===== config.mk =====
export PLATFORM = sky130hd
export DESIGN_NAME = nlse_div
export DESIGN_NICKNAME = d
export VERILOG_FILES = /design/src/rtl/nlse_pkg.sv /design/src/rtl/nlse_div.sv
export SDC_FILE = /design/constraint.sdc
export NUM_CORES = 1
export LEC_CHECK = 0
export ABC_AREA = 1
export BUFFER_PORTS_ARGS = -buffer_cell sky130_fd_sc_hd__clkbuf_2
export CAP_MARGIN = 20
export CORE_MARGIN = 2
export CORE_UTILIZATION = 40
export CTS_BUF_LIST = sky130_fd_sc_hd__clkbuf_4
export CTS_CLUSTER_SIZE = 14
export DETAILED_ROUTE_END_ITERATION = 16
export GPL_ROUTABILITY_DRIVEN = 0
export HOLD_SLACK_MARGIN = 0.05
export PLACE_DENSITY = 0.6
export SYNTH_ARGS = -nofsm -noshare
export SYNTH_HDL_FRONTEND = slang
export SYNTH_SLANG_ARGS = --single-unit

===== constraint.sdc =====
create_clock -name clk -period 2.2 [get_ports clk]
set_input_delay 0.22 -clock clk [delete_from_list [all_inputs] [get_ports clk]]
set_output_delay 0.22 -clock clk [all_outputs]
set_load 0.05 [all_outputs]

===== src/rtl/nlse_pkg.sv =====
// ============================================================================
// nlse_pkg: shared constants and tables for the log-sum-exp wirelength block
// Fixed-point constants, code values and the square-root chain of 2^-2^-i.
// ============================================================================
package nlse_pkg;

    localparam int COORD_FRAC_BITS_DEF = 12;
    localparam int SUM_INT_BITS_DEF    = 16;
    localparam int FUNC_ITERATIONS_DEF = 16;

    localparam int ROOT_COUNT = 32;
    localparam int QUO_W      = 22;
    localparam int LEN_W      = 40;
    localparam int TOT_W      = 56;
    localparam int LEN_ACC_W  = 48;

    localparam logic [QUO_W-1:0] T_CAP     = 22'h20_0000;
    localparam logic [30:0]      LOG2E_Q30 = 31'h5C55_1D95;
    localparam logic [31:0]      LN2_Q32   = 32'hB172_17F8;
    localparam logic [31:0]      ALPHA_RESET = 32'd655360;
    localparam logic [LEN_W-1:0] LEN_MAX   = 40'hFF_FFFF_FFFF;
    localparam logic [TOT_W-1:0] TOTAL_MAX = 56'hFF_FFFF_FFFF_FFFF;

    // register index of the alpha register on the configuration port
    localparam logic REG_ALPHA = 1'b0;

    typedef logic [31:0] root_tab_t [ROOT_COUNT];

    function automatic logic [63:0] isqrt64(input logic [63:0] n_in);
        logic [63:0] n;
        logic [63:0] res;
        logic [63:0] bval;
        n    = n_in;
        res  = '0;
        bval = 64'h4000_0000_0000_0000;
        for (int j = 0; j < 32; j++) begin
            if (bval > n) begin
                bval = bval >> 2;
            end
        end
        for (int j = 0; j < 32; j++) begin
            if (bval != 0) begin
                if (n >= res + bval) begin
                    n   = n - (res + bval);
                    res = (res >> 1) + bval;
                end
                else begin
                    res = res >> 1;
                end
                bval = bval >> 2;
            end
        end
        return res;
    endfunction

    function automatic root_tab_t make_roots();
        root_tab_t   r;
        logic [63:0] v;
        v    = isqrt64(64'h8000_0000_0000_0000);
        r[0] = v[31:0];
        for (int i = 1; i < ROOT_COUNT; i++) begin
            v    = isqrt64({r[i-1], 32'h0});
            r[i] = v[31:0];
        end
        return r;
    endfunction

    // root i is 2^(-2^-(i+1)) in Q.32, floor square-root chain
    localparam root_tab_t ROOTS = make_roots();

endpackage


===== src/rtl/nlse_div.sv =====
// ============================================================================
// nlse_div: bit-serial divider for the exponent argument
// Forms min(floor(diff * 2^(32-CF) / divisor), 32.0 in Q16.16), one bit a cycle.
// ============================================================================
module nlse_div
    import nlse_pkg::*;
#(
    parameter int COORD_FRAC_BITS = COORD_FRAC_BITS_DEF
)
(
    input  logic             clk,
    input  logic             rst_n,
    input  logic             start,
    input  logic [31:0]      diff,
    input  logic [31:0]      divisor,
    output logic             done,
    output logic [QUO_W-1:0] quo
);

    localparam int SHIFT_S = 32 - COORD_FRAC_BITS;
    localparam int DW      = 32 + SHIFT_S;
    localparam int HW      = DW - QUO_W;
    localparam int CNT_W   = $clog2(QUO_W);
    localparam logic [CNT_W-1:0] LAST_CNT = CNT_W'(QUO_W - 1);

    typedef enum logic [1:0] {D_IDLE, D_RUN, D_DONE} div_state_t;

    div_state_t       state_reg;
    logic [31:0]      rem_reg;
    logic [QUO_W-1:0] low_reg;
    logic [QUO_W-1:0] q_reg;
    logic [CNT_W-1:0] cnt_reg;

    logic [DW-1:0]    dividend;
    logic [HW-1:0]    hi_part;
    logic             over;
    logic [32:0]      rem_sh;
    logic             qbit;

    always_comb begin
        dividend = {diff, {SHIFT_S{1'b0}}};
        hi_part  = dividend[DW-1:QUO_W];
        over     = 64'(hi_part) >= 64'(divisor);
        rem_sh   = {rem_reg, low_reg[QUO_W-1]};
        qbit     = rem_sh >= 33'(divisor);
    end

    always_ff @(posedge clk or negedge rst_n) begin
        if (!rst_n) begin
            state_reg <= D_IDLE;
            rem_reg   <= '0;
            low_reg   <= '0;
            q_reg     <= '0;
            cnt_reg   <= '0;
        end
        else begin
            unique case (state_reg)
                D_IDLE: begin
                    if (start) begin
                        if (over) begin
                            q_reg     <= T_CAP;
                            state_reg <= D_DONE;
                        end
                        else begin
                            rem_reg   <= 32'(hi_part);
                            low_reg   <= dividend[QUO_W-1:0];
                            q_reg     <= '0;
                            cnt_reg   <= '0;
                            state_reg <= D_RUN;
                        end
                    end
                end
                D_RUN: begin
                    rem_reg <= qbit ? 32'(rem_sh - 33'(divisor)) : rem_sh[31:0];
                    low_reg <= low_reg << 1;
                    q_reg   <= {q_reg[QUO_W-2:0], qbit};
                    cnt_reg <= cnt_reg + 1'b1;
                    if (cnt_reg == LAST_CNT) begin
                        state_reg <= D_DONE;
                    end
                end
                D_DONE: begin
                    state_reg <= D_IDLE;
                end
                default: begin
                    state_reg <= D_IDLE;
                end
            endcase
        end
    end

    assign done = (state_reg == D_DONE);
    assign quo  = q_reg[QUO_W-1] ? T_CAP : q_reg;

endmodule


==> impl_metrics.yaml, run 1 <==
sta:
  final.min_clock_period_ns: 2.19
  max_clock_freq_mhz: 456
  final.period_utilization: 0.996
  max_slew_margin: 0.511
  rsz_0062_raised_after_global_routing: "yes"
  post-route-worst-setup-slack_ns: 0.00912
  hold_viol_final: 0
  final-max-slew-violation-count: 0
  finalSetupViolCount: 0
  skew_ns: 0.0224
  least_margin_pin_slew_ns: 0.733
yosys:
  synthSimpleGateAreaFrac: 0.362
  synthesis.yosys.warnings: 0
  synth_async_sr_flop_share: 1.00
  syn_area_mm2: 0.00650
  yosys.cell_types.count: 43
  synthesized_nets: 1169
  synth_compound_gate_area_share: 0.106
  synthesis.area_per_instance_um2: 6.27
  yosys.area_share.xor_xnor: 0.0243
  synthAdderAreaFrac: 0.126
  dominantRegCellSynth: "dfrtp_1"
  post_synth_mux_area_share: 0
  synth_top_family_by_area: "simple AND/OR/NAND/NOR gates"
  register_bit_count_reported_by_yosys: 63
  synth_sequential_area_ratio: 0.243
  synth-edff-count: 0
  netlist_instances: 1037
cts:
  clock_transition_time_at_the_flip_flop_clock_pins_of_the_worst_setup_and_hold_paths_ns: 0.12
  cts_inserted_buffers: 9
  cts.htree.levels: 3
  cts_tree: "yes"
  clk_path_buf_depth: 2
  numClockSinks: 63
  clock_insertion_delay_worst_skew_ns: 0.46
  cts.root.buffer_cell: "clkbuf_4"
place:
  portBuffers: 89
  post_dp_cell_area_mm2: 0.00798
  dp_worst_setup_slack_ns: -0.171
  dp.final_hpwl_um: 15700
layout:
  final_design_area_no_fill_mm2: 0.00958
  layout_commonest_cell: "nand2_1"
  nets: 1417
  post_route_cells_drive_above_1_share: 0.341
  ff_latch_area_mm2: 0.00158
  layout_common_cells: "nand2_1, inv_1, buf_4, clkbuf_2, dfrtp_1"
  combined_area_of_the_multi_input_logic_cells_mm2: 0.00489
  nFillCells: 1485
  syn2layout_area_growth_pct: 47.4
  largest_reg_flops: 32
power_and_ir_drop:
  switching_share: 0.510
  netSwitchingPower_mw: 7.40
  internal-power_mw: 7.10
  worst_ir_drop_vdd_mv: 0.528
  comb_power_share: 0.789
  cellLeakagePower_nw: 5.23
  share_seq_of_total_power: 0.152
  cellPowerDensity_mw_per_mm2: 1510
  power_frac_clock: 0.060
routing:
  avgRoutedWirePerCell_um: 14.3
  routed-via-count: 7268
  number_of_nets_with_antenna_violations_after_detailed_routing: 0
  wl_um: 21600
  dr.first_iter.drc_count: 426
  drt_drc_violations_left: 0
  drt-pass1-iter-count: 7
  vias_per_cell: 4.82
floorplan:
  initial_utilization: 0.409
  std_cell_rows: 46
  chipHeight_um: 131
  die_width_um: 131
  placeableCoreArea_mm2: 0.0159
  pin_count: 90
  die_area_mm2: 0.0173
critical_path:
  timing.rr.end: "rem_reg[15]"
  worst_case_register_to_register_setup_slack_ns: 0.009
  timing.critical_path.from_type: "register"
  critPathArrivalTime_ns: 2.52
  criticalPathCategory: "register to register"
  rr_worst_depth: 14
  critical_path.max_fanout: 8
  endpoint_required_time_on_the_critical_path_ns: 2.53
  timing.rr.start: "rem_reg[22]"
  worstSetupEndpointType: "register"
min_path:
  end_point_of_the_worst_hold_path: "rem_reg[22]"
  min-delay-start: "diff[24]"
  holdCritPathClass: "primary input to register"
  worstHoldPathCells: 3
global_routing:
  grt_antenna_before_repair: 1
  grt_start_max_net_pins: 43
  grt_first_pass_wirelength_um: 34000
  grt_pass1_vias: 6920
  grt-ovfl-total: 0
  track_usage: 0.240
status:
  outcome: "finished clean"
run:
  max-cap-violations: 0
worst max-delay path: stages, from the launching register on:
cell and delay (ns):
dfrtp_1 0.45, ha_4 0.34, nand2_4 0.07, nor2_4 0.14, nand2_4 0.08, nor2_4 0.13
nand2_2 0.08, nor2_4 0.10, nor2_4 0.08, nand2_8 0.11, buf_12 0.15, buf_12 0.14
nand2_2 0.06, o211ai_2 0.06, nand3_1 0.09
layout make-up:
| class | instances | share of cell area |
|---|---|---|
| clock inverter | 6 | 0.00640 |
| clock buffer | 10 | 0.00784 |
| tap | 216 | 0.0282 |
| multi-input combinational | 757 | 0.511 |
| antenna | 1 | 0.000261 |
| inverter | 194 | 0.0760 |
| sequential | 63 | 0.165 |
| timing repair buffer | 260 | 0.206 |
metal layers:
metal / part of all wire / global-route usage
met5: 0 / 0
met4: 0.018 / 0.0586
met3: 0.037 / 0.0305
met2: 0.47 / 0.409
met1: 0.47 / 0.324
timing repair:
item                                   in CTS  in global routing
pin swaps                                   7                 57
endpoints found under the hold margin      35                  0
setup endpoints to repair                  33                 40
cloned                                      0                  5
hold buffers                               21                  0
resized for setup                          47                136
buffers inserted                           10                 24
synth_stat cells (3+ instances only):
cell / n / area, um2
a21oi_1: 37 / 185
a21oi_2: 9 / 78.8
buf_12: 3 / 60.1
buf_2: 6 / 30.0
clkbuf_1: 9 / 33.8
dfrtp_1: 63 / 1580
ha_1: 64 / 801
inv_1: 190 / 713
nand2_1: 370 / 1390
nand2_2: 7 / 43.8
nand3_1: 69 / 345
nand3_2: 5 / 50.1
nand3b_1: 3 / 22.5
nand4_1: 6 / 37.5
nor2_1: 75 / 282
nor2_2: 8 / 50.1
nor3_1: 5 / 25.0
o211ai_2: 7 / 87.6
o21ai_0: 18 / 90.1
o21ai_1: 10 / 50.1
o21bai_1: 3 / 22.5
o22ai_1: 20 / 125
or2_1: 6 / 37.5
xnor2_1: 12 / 105
xor2_1: 6 / 52.6
per-stage QoR:
stage                     total power, mW  setup TNS, ns  cells   util  hold slack, ns
final                                14.5              0   1507  0.603          0.0810
after CTS                            12.9        -0.0354   1479  0.554          0.0515
after floorplan                      8.16              0   1037      -         -0.0756
after global placement               11.1          -3.57   1432  0.502           0.209
after detailed placement             11.2          -3.57   1432  0.502           0.210
after global routing                 15.7          -1.56   1507  0.603          0.0858
kinds of logic after synthesis:
family | Yosys count
AO/OA/AOI/OAI | 111
XOR/XNOR | 18
adder cells (fa/ha/maj) | 65
buffers and inverters | 218
flip-flops | 63
AND/OR/NAND/NOR | 562
power groups by stage:
stage | logic, mW | registers [mW] | clock network (mW)
floorplan | 6.15 | 2.01 | 0
global placement | 9.01 | 2.10 | 0
detailed placement | 9.11 | 2.11 | 0
CTS | 9.86 | 2.17 | 0.879
global route | 12.5 | 2.26 | 0.915
finish | 11.4 | 2.20 | 0.863
worst max path at each step:
stage / from / end / slack (ns)
floorplan: low_reg[21] / rem_reg[28] / 0.20
global placement: divisor[17] / rem_reg[28] / -0.16
detailed placement: divisor[17] / rem_reg[28] / -0.17
CTS: rem_reg[29] / rem_reg[19] / -0.02
global route: rem_reg[7] / rem_reg[17] / -0.09
finish: rem_reg[22] / rem_reg[15] / 0.009
Note: power is estimated with default switching activity, not from simulation.
==> run 2: changes to the inputs <==
Settings changed: CORE_UTILIZATION 40 to 25, PLACE_DENSITY 0.6 to 0.42.
==> impl_metrics.yaml, run 2 (same netlist as run 1, synthesis figures left out) <==
status:
  outcome: "finished clean"
critical_path:
  worst_path_most_repeated_cell: "nor2_4"
  endpoint_required_time_on_the_critical_path_ns: 2.60
  critical_path.max_fanout: 8
  crit_slowest_cell: "dfrtp_1"
  rr_worst_depth: 14
  worst_case_register_to_register_setup_slack_ns: 0.005
  timing.rr.end: "q_reg[0]"
  critPathArrivalTime_ns: 2.60
  worstSetupEndpointType: "register"
  criticalPathCategory: "register to register"
  cp.buffers_inverters: 3
  timing.critical_path.slowest_cell_delay_ns: 0.44
  crit_chain: "ha_4 > nand2_2 > nor2_4 > nand2_2 > nor2_4 > nand2_2 > nor2_4 > nor2_4 > nand2_8 > buf_12 > nand2_8 > buf_12 > buf_6 > o21ai_2"
  timing.rr.start: "rem_reg[22]"
  timing.critical_path.from_type: "register"
  crit_path_max_delay_family: "simple AND/OR/NAND/NOR gates"
sta:
  rsz_0062_raised_after_global_routing: "yes"
  finalSetupViolCount: 0
  max_clock_freq_mhz: 456
  final.period_utilization: 0.998
  least_margin_pin_slew_ns: 0.818
  final-max-slew-violation-count: 0
  skew_ns: 0.0320
  fin_tns_setup_ns: 0
  max_slew_margin: 0.449
  hold_viol_final: 0
  final.min_clock_period_ns: 2.20
floorplan:
  initial_utilization: 0.252
  std_cell_rows: 59
  placeableCoreArea_mm2: 0.0258
  die_width_um: 165
  die_area_mm2: 0.0273
  pin_count: 90
  chipHeight_um: 165
routing:
  avgRoutedWirePerCell_um: 13.7
  vias_per_cell: 4.31
  dr.first_iter.drc_count: 292
  drt_drc_violations_left: 0
  drt-pass1-iter-count: 5
  wl_um: 22800
  routed-via-count: 7193
  number_of_nets_with_antenna_violations_after_detailed_routing: 0
layout:
  largest_reg_flops: 32
  syn2layout_area_growth_pct: 53.6
  layout_common_cells: "nand2_1, inv_1, buf_4, clkbuf_2, nand3_1"
  layout_commonest_cell: "nand2_1"
  nets: 1457
  post_route_cells_drive_above_1_share: 0.337
  nFillCells: 2790
place:
  dp.final_hpwl_um: 17400
  portBuffers: 89
cts:
  clock_transition_time_at_the_flip_flop_clock_pins_of_the_worst_setup_and_hold_paths_ns: 0.15
  cts.root.buffer_cell: "clkbuf_4"
  cts.htree.levels: 3
  clk_path_buf_depth: 2
  cts_inserted_buffers: 9
  clock_insertion_delay_worst_skew_ns: 0.48
  cts_tree: "yes"
  numClockSinks: 63
power_and_ir_drop:
  cellLeakagePower_nw: 5.42
  power_mw: 14.9
  worst_ir_drop_vdd_mv: 0.462
  cellPowerDensity_mw_per_mm2: 1490
min_path:
  worstHoldPathCells: 4
  end_point_of_the_worst_hold_path: "rem_reg[13]"
  min-delay-start: "diff[15]"
  holdCritPathClass: "primary input to register"
global_routing:
  grt-ovfl-total: 0
  grt_start_max_net_pins: 31
  track_usage: 0.169
  grt_antenna_before_repair: 1
  grt_first_pass_wirelength_um: 35800
  grt_pass1_vias: 7199
run:
  max-cap-violations: 0
==> run 2: cell count changes in the layout (fill, tap and decap cells not counted), moves of 3 or more <==
cell / change
nand2_1: +5
nor2_2: -5
a21oi_1: +5
nand3_1: +15
nor2_1: +6
buf_4: +40
a21oi_2: -5
o21ai_2: +3
o21ai_1: -5
nand3_2: -16
nand2_2: -7
==> run 2: where the power goes <==
| part | total, mW | switching [mW] | internal (mW) |
|---|---|---|---|
| registers | 2.20 | 0.489 | 1.71 |
| logic | 11.5 | 6.28 | 5.23 |
| clock network | 1.14 | 0.560 | 0.579 |
| total | 14.9 | 7.33 | 7.52 |
==> run 2: worst max path at each step <==
stage | endpoint | cells past startpoint | slack, ns | from
4_1_cts | rem_reg[26] | 18 | -0.03 | rem_reg[1]
2_1_floorplan | rem_reg[28] | 16 | 0.20 | low_reg[21]
3_3_place_gp | rem_reg[16] | 13 | -0.36 | divisor[17]
5_1_grt | rem_reg[9] | 14 | -0.12 | rem_reg[12]
6_report | q_reg[0] | 14 | 0.005 | rem_reg[22]
3_5_place_dp | rem_reg[8] | 13 | -0.40 | divisor[17]
==> run 2: per-stage QoR <==
stage               cells   util  setup WS [ns]  instance area, um2  hold slack [ns]
finish               1667  0.387        0.00473                9980           0.0782
global route         1667  0.387         -0.115                9980           0.0646
CTS                  1648  0.362        -0.0344                9340           0.0500
detailed placement   1603  0.329         -0.402                8480            0.180
global placement     1603  0.329         -0.363                8480            0.184
floorplan            1037      -          0.203                6500          -0.0756
==> run 2: final cells by class <==
cell class | count | area [um2] | area share
sequential | 63 | 1580 | 0.158
multi-input combinational | 756 | 4770 | 0.477
antenna | 2 | 5.00 | 0.000501
clock inverter | 7 | 121 | 0.0122
tap | 335 | 419 | 0.0420
timing repair buffer | 301 | 2300 | 0.230
clock buffer | 9 | 67.6 | 0.00677
inverter | 194 | 728 | 0.0729
==> run 2: per-layer routing <==
metal | wire length (um) | part of all wire | vias to the layer above | global-route usage
met3 | 731 | 0.032 | 12 | 0.0232
met1 | 11200 | 0.49 | 3281 | 0.227
met5 | 0 | 0 | - | 0
li1 | - | - | 3803 | -
met4 | 229 | 0.010 | 0 | 0.0344
met2 | 10700 | 0.47 | 97 | 0.288
==> run 2: worst reg2reg max path: cells and delay by family (launching register included) <==
family / cells / cell delay, ns
buf+inv: 3 / 0.42
simple gates: 9 / 0.92
compound gates: 1 / 0.04
fa+ha+maj: 1 / 0.31
flops: 1 / 0.44
==> run 2: what timing repair did <==
item / in CTS / in global routing
hold buffers: 23 / 0
pin swaps: 6 / 54
gates cloned: 1 / 4
setup endpoints to repair: 33 / 40
resized for setup: 49 / 106
buffers inserted: 5 / 16
endpoints found under the hold margin: 65 / 0
